### config.mk
export PLATFORM = sky130hd
export DESIGN_NAME = seven_segment_scan_display
export DESIGN_NICKNAME = d
export VERILOG_FILES = /design/src/rtl/core/ssd_pkg.sv /design/src/rtl/core/ssd_ram.sv /design/src/rtl/core/seven_segment_scan_display.sv
export VERILOG_INCLUDE_DIRS = /design/src /design/src/rtl/core
export SDC_FILE = /design/constraint.sdc
export NUM_CORES = 1
export LEC_CHECK = 0
export ABC_AREA = 1
export BUFFER_PORTS_ARGS = -buffer_cell sky130_fd_sc_hd__buf_2
export CAP_MARGIN = 20
export CORE_MARGIN = 1
export CORE_UTILIZATION = 45
export CTS_CLUSTER_DIAMETER = 40
export DETAILED_ROUTE_END_ITERATION = 8
export PLACE_DENSITY = 0.73
export SYNTH_ARGS = -nofsm -noshare
export SYNTH_HDL_FRONTEND = slang
export SYNTH_SLANG_ARGS = --single-unit
### constraint.sdc
create_clock -name clk -period 4 [get_ports clk]
set_input_delay 0.2 -clock clk [delete_from_list [all_inputs] [get_ports clk]]
set_output_delay 0.2 -clock clk [all_outputs]
set_load 0.02 [all_outputs]
### src/rtl/core/assert_macros.svh
// Assertion helpers shared by the RTL that carries concurrent checks.
`ifndef ASSERT_MACROS_SVH
`define ASSERT_MACROS_SVH

// Same-cycle implication, disabled while reset is asserted.
`define SSD_ASSERT_IMP(label, clk, rst_n, ante, cons) \
  label: assert property (@(posedge clk) disable iff (!rst_n) (ante) |-> (cons)) \
    else $error("same-cycle implication check failed");

// Next-cycle implication, disabled while reset is asserted.
`define SSD_ASSERT_NEXT(label, clk, rst_n, ante, cons) \
  label: assert property (@(posedge clk) disable iff (!rst_n) (ante) |=> (cons)) \
    else $error("next-cycle implication check failed");

`endif

### src/rtl/core/ssd_pkg.sv
package ssd_pkg;

  localparam int BUF_DEPTH      = 8;
  localparam int ADDR_W         = 3;
  localparam int SEG_W          = 8;
  localparam int DIGITS_DEFAULT = 8;

  localparam logic [SEG_W-1:0] BLANK        = 8'hFF;
  localparam logic [SEG_W-1:0] UNKNOWN_CHAR = 8'hF7;

  localparam logic [2:0] MODE_TICK      = 3'd0;
  localparam logic [2:0] MODE_RAW       = 3'd1;
  localparam logic [2:0] MODE_READ      = 3'd2;
  localparam logic [2:0] MODE_CHAR      = 3'd3;
  localparam logic [2:0] MODE_NUMBER    = 3'd4;
  localparam logic [2:0] MODE_CLR_RANGE = 3'd5;
  localparam logic [2:0] MODE_CLR_ALL   = 3'd6;

  // Segment pattern of one decimal digit, active low.
  function automatic logic [SEG_W-1:0] digit_code(input logic [3:0] d);
    logic [SEG_W-1:0] p;
    case (d)
      4'd0:    p = 8'hC0;
      4'd1:    p = 8'hF9;
      4'd2:    p = 8'hA4;
      4'd3:    p = 8'hB0;
      4'd4:    p = 8'h99;
      4'd5:    p = 8'h92;
      4'd6:    p = 8'h82;
      4'd7:    p = 8'hF8;
      4'd8:    p = 8'h80;
      4'd9:    p = 8'h90;
      default: p = BLANK;
    endcase
    return p;
  endfunction

  // Segment pattern of an ASCII character; lower case is folded to upper case.
  function automatic logic [SEG_W-1:0] char_pattern(input logic [7:0] c);
    logic [7:0]       up;
    logic [SEG_W-1:0] p;
    up = c;
    if (c inside {[8'h61:8'h7A]}) begin
      up = c - 8'h20;
    end
    if (c inside {[8'h30:8'h39]}) begin
      p = digit_code(4'(c - 8'h30));
    end else begin
      case (up)
        8'h41:   p = 8'h88;  // A
        8'h53:   p = 8'h12;  // S
        8'h48:   p = 8'h89;  // H
        8'h4C:   p = 8'hC7;  // L
        8'h4E:   p = 8'hC8;  // N
        8'h45:   p = 8'h86;  // E
        8'h52:   p = 8'hAF;  // R
        8'h55:   p = 8'hC1;  // U
        8'h50:   p = 8'h8C;  // P
        8'h4F:   p = 8'hA3;  // O
        8'h2D:   p = 8'hBF;  // minus
        8'h20:   p = 8'hFF;  // space
        8'h3E:   p = 8'hFE;  // greater-than
        8'h46:   p = 8'h8E;  // F
        default: p = UNKNOWN_CHAR;
      endcase
    end
    return p;
  endfunction

endpackage

### src/rtl/core/ssd_ram.sv
module ssd_ram #(
  parameter int WIDTH = ssd_pkg::SEG_W,
  parameter int DEPTH = ssd_pkg::BUF_DEPTH
) (
  input  logic                     clk,
  input  logic                     we,
  input  logic [$clog2(DEPTH)-1:0] waddr,
  input  logic [WIDTH-1:0]         wdata,
  input  logic [$clog2(DEPTH)-1:0] raddr,
  output logic [WIDTH-1:0]         rdata
);

  logic [WIDTH-1:0] mem [DEPTH];
  logic [WIDTH-1:0] rdata_r;

  always_ff @(posedge clk) begin
    if (we) begin
      mem[waddr] <= wdata;
    end
    rdata_r <= mem[raddr];
  end

  assign rdata = rdata_r;

endmodule

### src/rtl/core/seven_segment_scan_display.sv
// Multiplexed seven-segment display controller with active-low segments and
// active-low digit selects. A request item is taken at a rising edge where
// start is high and busy is low; the fields in_mode, in_position,
// in_digit_count, in_segment_byte, in_char_code and in_number describe it.
// Every item produces exactly one result: out_valid is high for one cycle
// with the held pins on out_com_lines and out_seg_lines and, for a read, the
// buffer byte on out_read_data (255 for every other request). The receiver
// cannot hold results off, and none is needed since one item runs at a time.
// Write raw, put char, both clears and the unused mode finish at once: the
// strobe is high in the cycle after acceptance and busy never rises, so such
// items may follow each other on every edge.
// Scan tick and read hold busy in the read state while the buffer RAM
// delivers its registered data; the strobe is registered from that state.
// Show number with digits to write holds busy through binary-to-decimal
// conversion in the BCD state, four bits a cycle, and then through the
// write state, one digit per cycle through the single RAM write port; its
// strobe is registered from the last digit written.
// Synchronous reset blanks the buffer through eight valid flags, parks the
// scan on digit zero and turns all pins off (0xFF); no clearing pass runs.
// The pins only change on a scan tick and hold their value in between.

`include "assert_macros.svh"

module seven_segment_scan_display #(
  parameter int DIGITS = ssd_pkg::DIGITS_DEFAULT
) (
  input  logic        clk,
  input  logic        rst_n,
  input  logic        start,
  output logic        busy,
  input  logic [2:0]  in_mode,
  input  logic [3:0]  in_position,
  input  logic [3:0]  in_digit_count,
  input  logic [7:0]  in_segment_byte,
  input  logic [7:0]  in_char_code,
  input  logic [31:0] in_number,
  output logic        out_valid,
  output logic [7:0]  out_com_lines,
  output logic [7:0]  out_seg_lines,
  output logic [7:0]  out_read_data
);

  localparam logic [1:0] ST_IDLE  = 2'd0;
  localparam logic [1:0] ST_READ  = 2'd1;
  localparam logic [1:0] ST_BCD   = 2'd2;
  localparam logic [1:0] ST_WRITE = 2'd3;

  localparam int         DEPTH     = ssd_pkg::BUF_DEPTH;
  localparam int         AW        = ssd_pkg::ADDR_W;
  localparam logic [4:0] DIG5      = 5'(DIGITS);
  localparam logic [3:0] DIG_LAST  = 4'(DIGITS - 1);
  localparam logic [2:0] SCAN_LAST = 3'(DIGITS - 1);

  // Four double-dabble steps on eight BCD digits. The carry out of the top
  // digit is dropped, so the BCD word holds the value modulo 10^8, which is
  // all the display can show.
  function automatic logic [63:0] dabble4(input logic [31:0] bcd_in,
                                          input logic [31:0] bin_in);
    logic [31:0] bcd;
    logic [31:0] bin;
    bcd = bcd_in;
    bin = bin_in;
    for (int j = 0; j < 4; j++) begin
      for (int d = 0; d < 8; d++) begin
        if (bcd[4*d +: 4] >= 4'd5) begin
          bcd[4*d +: 4] = bcd[4*d +: 4] + 4'd3;
        end
      end
      bcd = {bcd[30:0], bin[31]};
      bin = {bin[30:0], 1'b0};
    end
    return {bcd, bin};
  endfunction

  logic [1:0]       state_r, state_nxt;
  logic [2:0]       scan_r, scan_nxt;
  logic [7:0]       com_r, com_nxt;
  logic [7:0]       seg_r, seg_nxt;
  logic [7:0]       read_r, read_nxt;
  logic             out_valid_r, out_valid_nxt;
  logic [2:0]       op_r, op_nxt;
  logic [3:0]       pos_r, pos_nxt;
  logic [3:0]       k_r, k_nxt;
  logic [3:0]       end_r, end_nxt;
  logic [2:0]       step_r, step_nxt;
  logic [31:0]      bcd_r, bcd_nxt;
  logic [31:0]      bin_r, bin_nxt;
  logic [DEPTH-1:0] valid_r, valid_nxt;

  logic             ram_we;
  logic [AW-1:0]    ram_waddr;
  logic [7:0]       ram_wdata;
  logic [AW-1:0]    ram_raddr;
  logic [7:0]       ram_rdata;

  logic [DEPTH-1:0] clr_mask;
  logic [4:0]       num_sum;
  logic [4:0]       num_end;
  logic [3:0]       char_idx;
  logic [63:0]      dab;

  logic             quick_acc;
  logic             blank_res;

  ssd_ram #(
    .WIDTH (ssd_pkg::SEG_W),
    .DEPTH (DEPTH)
  ) u_buf (
    .clk   (clk),
    .we    (ram_we),
    .waddr (ram_waddr),
    .wdata (ram_wdata),
    .raddr (ram_raddr),
    .rdata (ram_rdata)
  );

  // Clear range: the start is counted from the right and clamped to the last
  // digit, and the count is cut so that the range stops at the left end.
  always_comb begin
    logic [3:0] p;
    logic [3:0] c;
    logic [4:0] hi;
    logic [3:0] kk;
    p = (in_position > DIG_LAST) ? DIG_LAST : in_position;
    c = in_digit_count;
    if (({1'b0, c} + {1'b0, p}) > DIG5) begin
      c = 4'(DIG5 - {1'b0, p});
    end
    hi = {1'b0, p} + {1'b0, c};
    clr_mask = '0;
    for (int e = 0; e < DEPTH; e++) begin
      kk = 4'(DIGITS - 1 - e);
      if (e < DIGITS) begin
        clr_mask[e] = (kk >= p) && ({1'b0, kk} < hi);
      end
    end
  end

  assign num_sum  = {1'b0, in_position} + {1'b0, in_digit_count};
  assign num_end  = (num_sum > DIG5) ? DIG5 : num_sum;
  assign char_idx = DIG_LAST - in_position;
  assign dab      = dabble4(bcd_r, bin_r);

  always_comb begin
    state_nxt     = state_r;
    scan_nxt      = scan_r;
    com_nxt       = com_r;
    seg_nxt       = seg_r;
    read_nxt      = read_r;
    out_valid_nxt = 1'b0;
    op_nxt        = op_r;
    pos_nxt       = pos_r;
    k_nxt         = k_r;
    end_nxt       = end_r;
    step_nxt      = step_r;
    bcd_nxt       = bcd_r;
    bin_nxt       = bin_r;
    valid_nxt     = valid_r;
    ram_we        = 1'b0;
    ram_waddr     = '0;
    ram_wdata     = '0;
    ram_raddr     = scan_r;

    case (state_r)
      ST_IDLE: begin
        if (start) begin
          op_nxt   = in_mode;
          pos_nxt  = in_position;
          read_nxt = ssd_pkg::BLANK;
          case (in_mode)
            ssd_pkg::MODE_TICK: begin
              ram_raddr = scan_r;
              state_nxt = ST_READ;
            end
            ssd_pkg::MODE_READ: begin
              ram_raddr = in_position[AW-1:0];
              state_nxt = ST_READ;
            end
            ssd_pkg::MODE_RAW: begin
              if ({1'b0, in_position} < DIG5) begin
                ram_we               = 1'b1;
                ram_waddr            = in_position[AW-1:0];
                ram_wdata            = in_segment_byte;
                valid_nxt[ram_waddr] = 1'b1;
              end
              out_valid_nxt = 1'b1;
            end
            ssd_pkg::MODE_CHAR: begin
              if (({1'b0, in_position} < DIG5) && (in_char_code != 8'd0)) begin
                ram_we               = 1'b1;
                ram_waddr            = char_idx[AW-1:0];
                ram_wdata            = ssd_pkg::char_pattern(in_char_code);
                valid_nxt[ram_waddr] = 1'b1;
              end
              out_valid_nxt = 1'b1;
            end
            ssd_pkg::MODE_NUMBER: begin
              if ({1'b0, in_position} < num_end) begin
                bin_nxt   = in_number;
                bcd_nxt   = '0;
                step_nxt  = '0;
                k_nxt     = in_position;
                end_nxt   = num_end[3:0];
                state_nxt = ST_BCD;
              end else begin
                out_valid_nxt = 1'b1;
              end
            end
            ssd_pkg::MODE_CLR_RANGE: begin
              valid_nxt     = valid_r & ~clr_mask;
              out_valid_nxt = 1'b1;
            end
            ssd_pkg::MODE_CLR_ALL: begin
              valid_nxt     = '0;
              out_valid_nxt = 1'b1;
            end
            default: begin
              out_valid_nxt = 1'b1;
            end
          endcase
        end
      end
      ST_READ: begin
        if (op_r == ssd_pkg::MODE_TICK) begin
          seg_nxt  = valid_r[scan_r] ? ram_rdata : ssd_pkg::BLANK;
          com_nxt  = ~(8'h80 >> scan_r);
          scan_nxt = (scan_r >= SCAN_LAST) ? 3'd0 : scan_r + 3'd1;
        end else if (({1'b0, pos_r} < DIG5) && valid_r[pos_r[AW-1:0]]) begin
          read_nxt = ram_rdata;
        end
        out_valid_nxt = 1'b1;
        state_nxt     = ST_IDLE;
      end
      ST_BCD: begin
        bcd_nxt  = dab[63:32];
        bin_nxt  = dab[31:0];
        step_nxt = step_r + 3'd1;
        if (step_r == 3'd7) begin
          state_nxt = ST_WRITE;
        end
      end
      ST_WRITE: begin
        ram_we               = 1'b1;
        ram_waddr            = k_r[AW-1:0];
        ram_wdata            = ssd_pkg::digit_code(bcd_r[3:0]);
        valid_nxt[ram_waddr] = 1'b1;
        bcd_nxt              = {4'd0, bcd_r[31:4]};
        k_nxt                = k_r + 4'd1;
        if ((k_r + 4'd1) == end_r) begin
          out_valid_nxt = 1'b1;
          state_nxt     = ST_IDLE;
        end
      end
      default: begin
        state_nxt = ST_IDLE;
      end
    endcase
  end

  always_ff @(posedge clk) begin
    if (!rst_n) begin
      state_r     <= ST_IDLE;
      scan_r      <= '0;
      com_r       <= ssd_pkg::BLANK;
      seg_r       <= ssd_pkg::BLANK;
      out_valid_r <= 1'b0;
      valid_r     <= '0;
    end else begin
      state_r     <= state_nxt;
      scan_r      <= scan_nxt;
      com_r       <= com_nxt;
      seg_r       <= seg_nxt;
      out_valid_r <= out_valid_nxt;
      valid_r     <= valid_nxt;
    end
  end

  always_ff @(posedge clk) begin
    read_r <= read_nxt;
    op_r   <= op_nxt;
    pos_r  <= pos_nxt;
    k_r    <= k_nxt;
    end_r  <= end_nxt;
    step_r <= step_nxt;
    bcd_r  <= bcd_nxt;
    bin_r  <= bin_nxt;
  end

  assign busy          = (state_r != ST_IDLE);
  assign out_valid     = out_valid_r;
  assign out_com_lines = com_r;
  assign out_seg_lines = seg_r;
  assign out_read_data = read_r;

  // Items that need no RAM read and no conversion, and results of anything
  // but a read.
  assign quick_acc = start && !busy &&
                     !(in_mode inside {ssd_pkg::MODE_TICK, ssd_pkg::MODE_READ,
                                       ssd_pkg::MODE_NUMBER});
  assign blank_res = out_valid && (op_r != ssd_pkg::MODE_READ);

  // Requests that need no RAM read and no conversion finish at once.
  `SSD_ASSERT_NEXT(a_quick_done, clk, rst_n, quick_acc, out_valid && !busy)
  // The read state always returns to idle with a result in the cycle after it.
  `SSD_ASSERT_NEXT(a_read_done, clk, rst_n, state_r == ST_READ, out_valid && (state_r == ST_IDLE))
  // Only a read may return anything but the blank byte.
  `SSD_ASSERT_IMP(a_read_blank, clk, rst_n, blank_res, out_read_data == ssd_pkg::BLANK)
  // At most one digit select is driven at any time.
  `SSD_ASSERT_IMP(a_one_com, clk, rst_n, 1'b1, $countones(~out_com_lines) <= 1)

endmodule

==> flow_summary.ini <==
[die]
boundaryPins = 88
start_util = 0.463
die-width_um = 178
die-area_um2 = 31500
dieHeight_um = 178
coreArea_um2 = 30000
rows = 63

[synth]
synth_cell_types = 65
synth_area_um2 = 13900
ys_top_cells_by_area = edfxtp_1 (33%), nand2_1 (11%), ha_1 (9.9%)
ys_seq_area_frac = 0.398
ys.flop_type = edfxtp_1
synth.avg_cell_area_um2 = 8.08
synth_edf_count = 154
ys_ff_latch = 199
synth_area_leader_cell = edfxtp_1
async_reset_ff_frac = 0
syn_inst = 1718
ys_warn_count = 0
synth_top_area_frac = 0.333

[finish]
layout_common_cells = nand2_1 (367), inv_1 (199), edfxtp_1 (154), nor2_1 (144), o21ai_0 (102)
utilization = 0.563
fill_cells = 2612
drive_gt1_frac = 0.240
multi_input_area_um2 = 7990
nets = 2066
regArea_um2 = 5530
layout_commonest_cell = nand2_1
area_growth_pct = 21.5
finalNonFillerCells = 2296

[place]
place.gp.congestion = 0.932
dpl.hpwl_um = 23500
portBuffers = 87
place_inst = 2195

[power_and_ir_drop]
ir_drop_uv = 610
switching_share = 0.468
intPower_mw = 6.24
net-switching-power_mw = 5.48
pwr-share-seq = 0.246
p_leak_nw = 7.44
power_density_nw_per_um2 = 695
comb_power_share = 0.589
clkPwrFrac = 0.165

[critical_path]
cpMaxStageDelayCell = edfxtp_1
critical_path.max_stage_delay_ps = 470
worst-setup-path-type = reg2reg
critPathMostFrequentCell = nand2_4
path_max_fanout = 4
r2r_slack_ps = 110
crit_arrival_ps = 4280
r2r_start = bcd_r[0]
reg2reg_depth = 32
worstPathRequired_ps = 4390
endpoint_kind = register
critPathLaunch = bcd_r[0]
crit_path_start_kind = register

[sta]
slew_headroom = 0.382
clock.fmax_mhz = 257
finClkSkew_ps = 16.0
setup_viol = 0
drv_slew = 0
setup_tns_ps = 0
rsz0062_at_grt = true
hold_violations = 0
period_minus_slack_ps = 3890
min_period_over_period = 0.972
tightest_slew_ps = 920

[clocking]
cts_made_buffers = 17
cts_max_level = 4
clk_pin_slew_ps = 100
clk_latency_ps = 460
tritoncts = done
clock-sinks = 199
root_buffer = clkbuf_16
clk_path_buf_depth = 2

[outcome]
status = finished, final reports clean

[detailed_routing]
wl_um = 33700
vias = 12258
wire_per_inst_um = 14.7
drt_iter0_markers = 733
vias_per_cell = 5.34
ant_nets = 0
first_pass_iters = 5
drc_errors = 0

[grt]
grt_most_used_layer = met2
overflow = 0
grt_max_degree = 53
use_met2 = 0.379
grt_pass1_vias = 11404
antenna_found_initial = 2
grt_pass1_wl_um = 52700
use_met1 = 0.244
gr-usage-all-layers = 0.207
met3_usage = 0.0298

[flow_run]
cap_viol_max_count = 0

[min_path]
worst_hold_path_type = in2reg
repair_timing:
item                                   in CTS  in global routing
setup endpoints to repair                  15                 34
endpoints found under the hold margin      15                  0
gates resized for setup                    15                129
pin swaps                                   6                 59
hold buffers                               15                  0
buffers inserted                            8                 44
final cells by class:
cell class                      count  area share
Clock inverter                     15      0.0148
Timing Repair Buffer              191      0.0751
Multi-Input combinational cell   1242       0.474
Inverter                          240      0.0536
Clock buffer                       17      0.0252
Antenna cell                        2    0.000297
Tap cell                          390      0.0289
Sequential cell                   199       0.328
power groups by stage:
| stage | clock network (mW) | registers [mW] | logic, mW |
|---|---|---|---|
| after floorplan | 0 | 2.91 | 4.43 |
| after global placement | 0 | 2.91 | 5.45 |
| after detailed placement | 0 | 2.92 | 5.66 |
| after CTS | 1.95 | 2.88 | 5.84 |
| after global routing | 2.03 | 2.92 | 7.77 |
| final | 1.93 | 2.88 | 6.91 |
critical path, delay by kind of cell, from the launching register on:
family          cells  cell delay [ps]
simple gates       21             2080
buf+inv             5              280
compound gates      1              210
flops               1              470
fa+ha+maj           5              760
state kept, by name (all words and copies together) (netlist names), 8 cells and up, named ones only:
register       cells
valid_r            8
bcd_r             32
u_buf.mem         64
bin_r             32
out_com_lines      8
out_read_data      8
out_seg_lines      8
u_buf.rdata        8
kinds of logic (layout without fill, tap and decap cells):
| kind of cell | Yosys count | in the layout | synth area share |
|---|---|---|---|
| and+or+nand+nor | 753 | 753 | 0.243 |
| AOI/OAI and AO/OA | 332 | 332 | 0.147 |
| buffers and inverters | 278 | 463 | 0.0758 |
| DFF | 199 | 199 | 0.398 |
| adders and majority gates | 113 | 113 | 0.104 |
| xor gates and xnor gates | 34 | 34 | 0.0253 |
| muxes | 8 | 8 | 0.00649 |
| other | 1 | 4 | 0.000270 |
cells in the mapped netlist (all sizes together), types with 8 or more instances:
library cell  number
nand4             14
inv              235
nand2            425
nand3            117
a21oi             73
clkbuf            32
ha               110
nor2             160
or2               17
dfxtp             45
o21ai            164
o211ai            18
o22ai             32
mux2               8
xor2              28
nor3              15
edfxtp           154
through the flow:
stage / area [µm²] / setup WS (ps) / total power [mW] / hold slack [ps]
final: 16900 / 111 / 11.7 / 14.5
after CTS: 15900 / 1.45 / 10.7 / 1.10
after global placement: 15000 / 5.27 / 8.36 / 445
after floorplan: 13900 / 87.3 / 7.34 / 299
after detailed placement: 15000 / -193 / 8.58 / 444
after global routing: 16900 / -136 / 12.7 / 11.1
worst min-delay path by stage:
stage	startpoint	to	slack, ps	cells past startpoint
floorplan	in_mode[0]	op_r[0]	300	0
global placement	in_mode[1]	op_r[1]	440	1
detailed placement	in_mode[1]	op_r[1]	440	1
CTS	in_mode[0]	op_r[0]	1	1
global route	in_mode[0]	op_r[0]	10	1
finish	in_number[23]	bin_r[23]	10	3
routing by layer:
metal  wire length, µm  share of wire  vias up
met5                 0              0        -
met2             17300           0.51      347
met3              1700          0.050       67
met1             13800           0.41     5751
met4               860          0.026        0
li1                  -              -     6093
No activity file was read; power rests on OpenSTA's default activity.
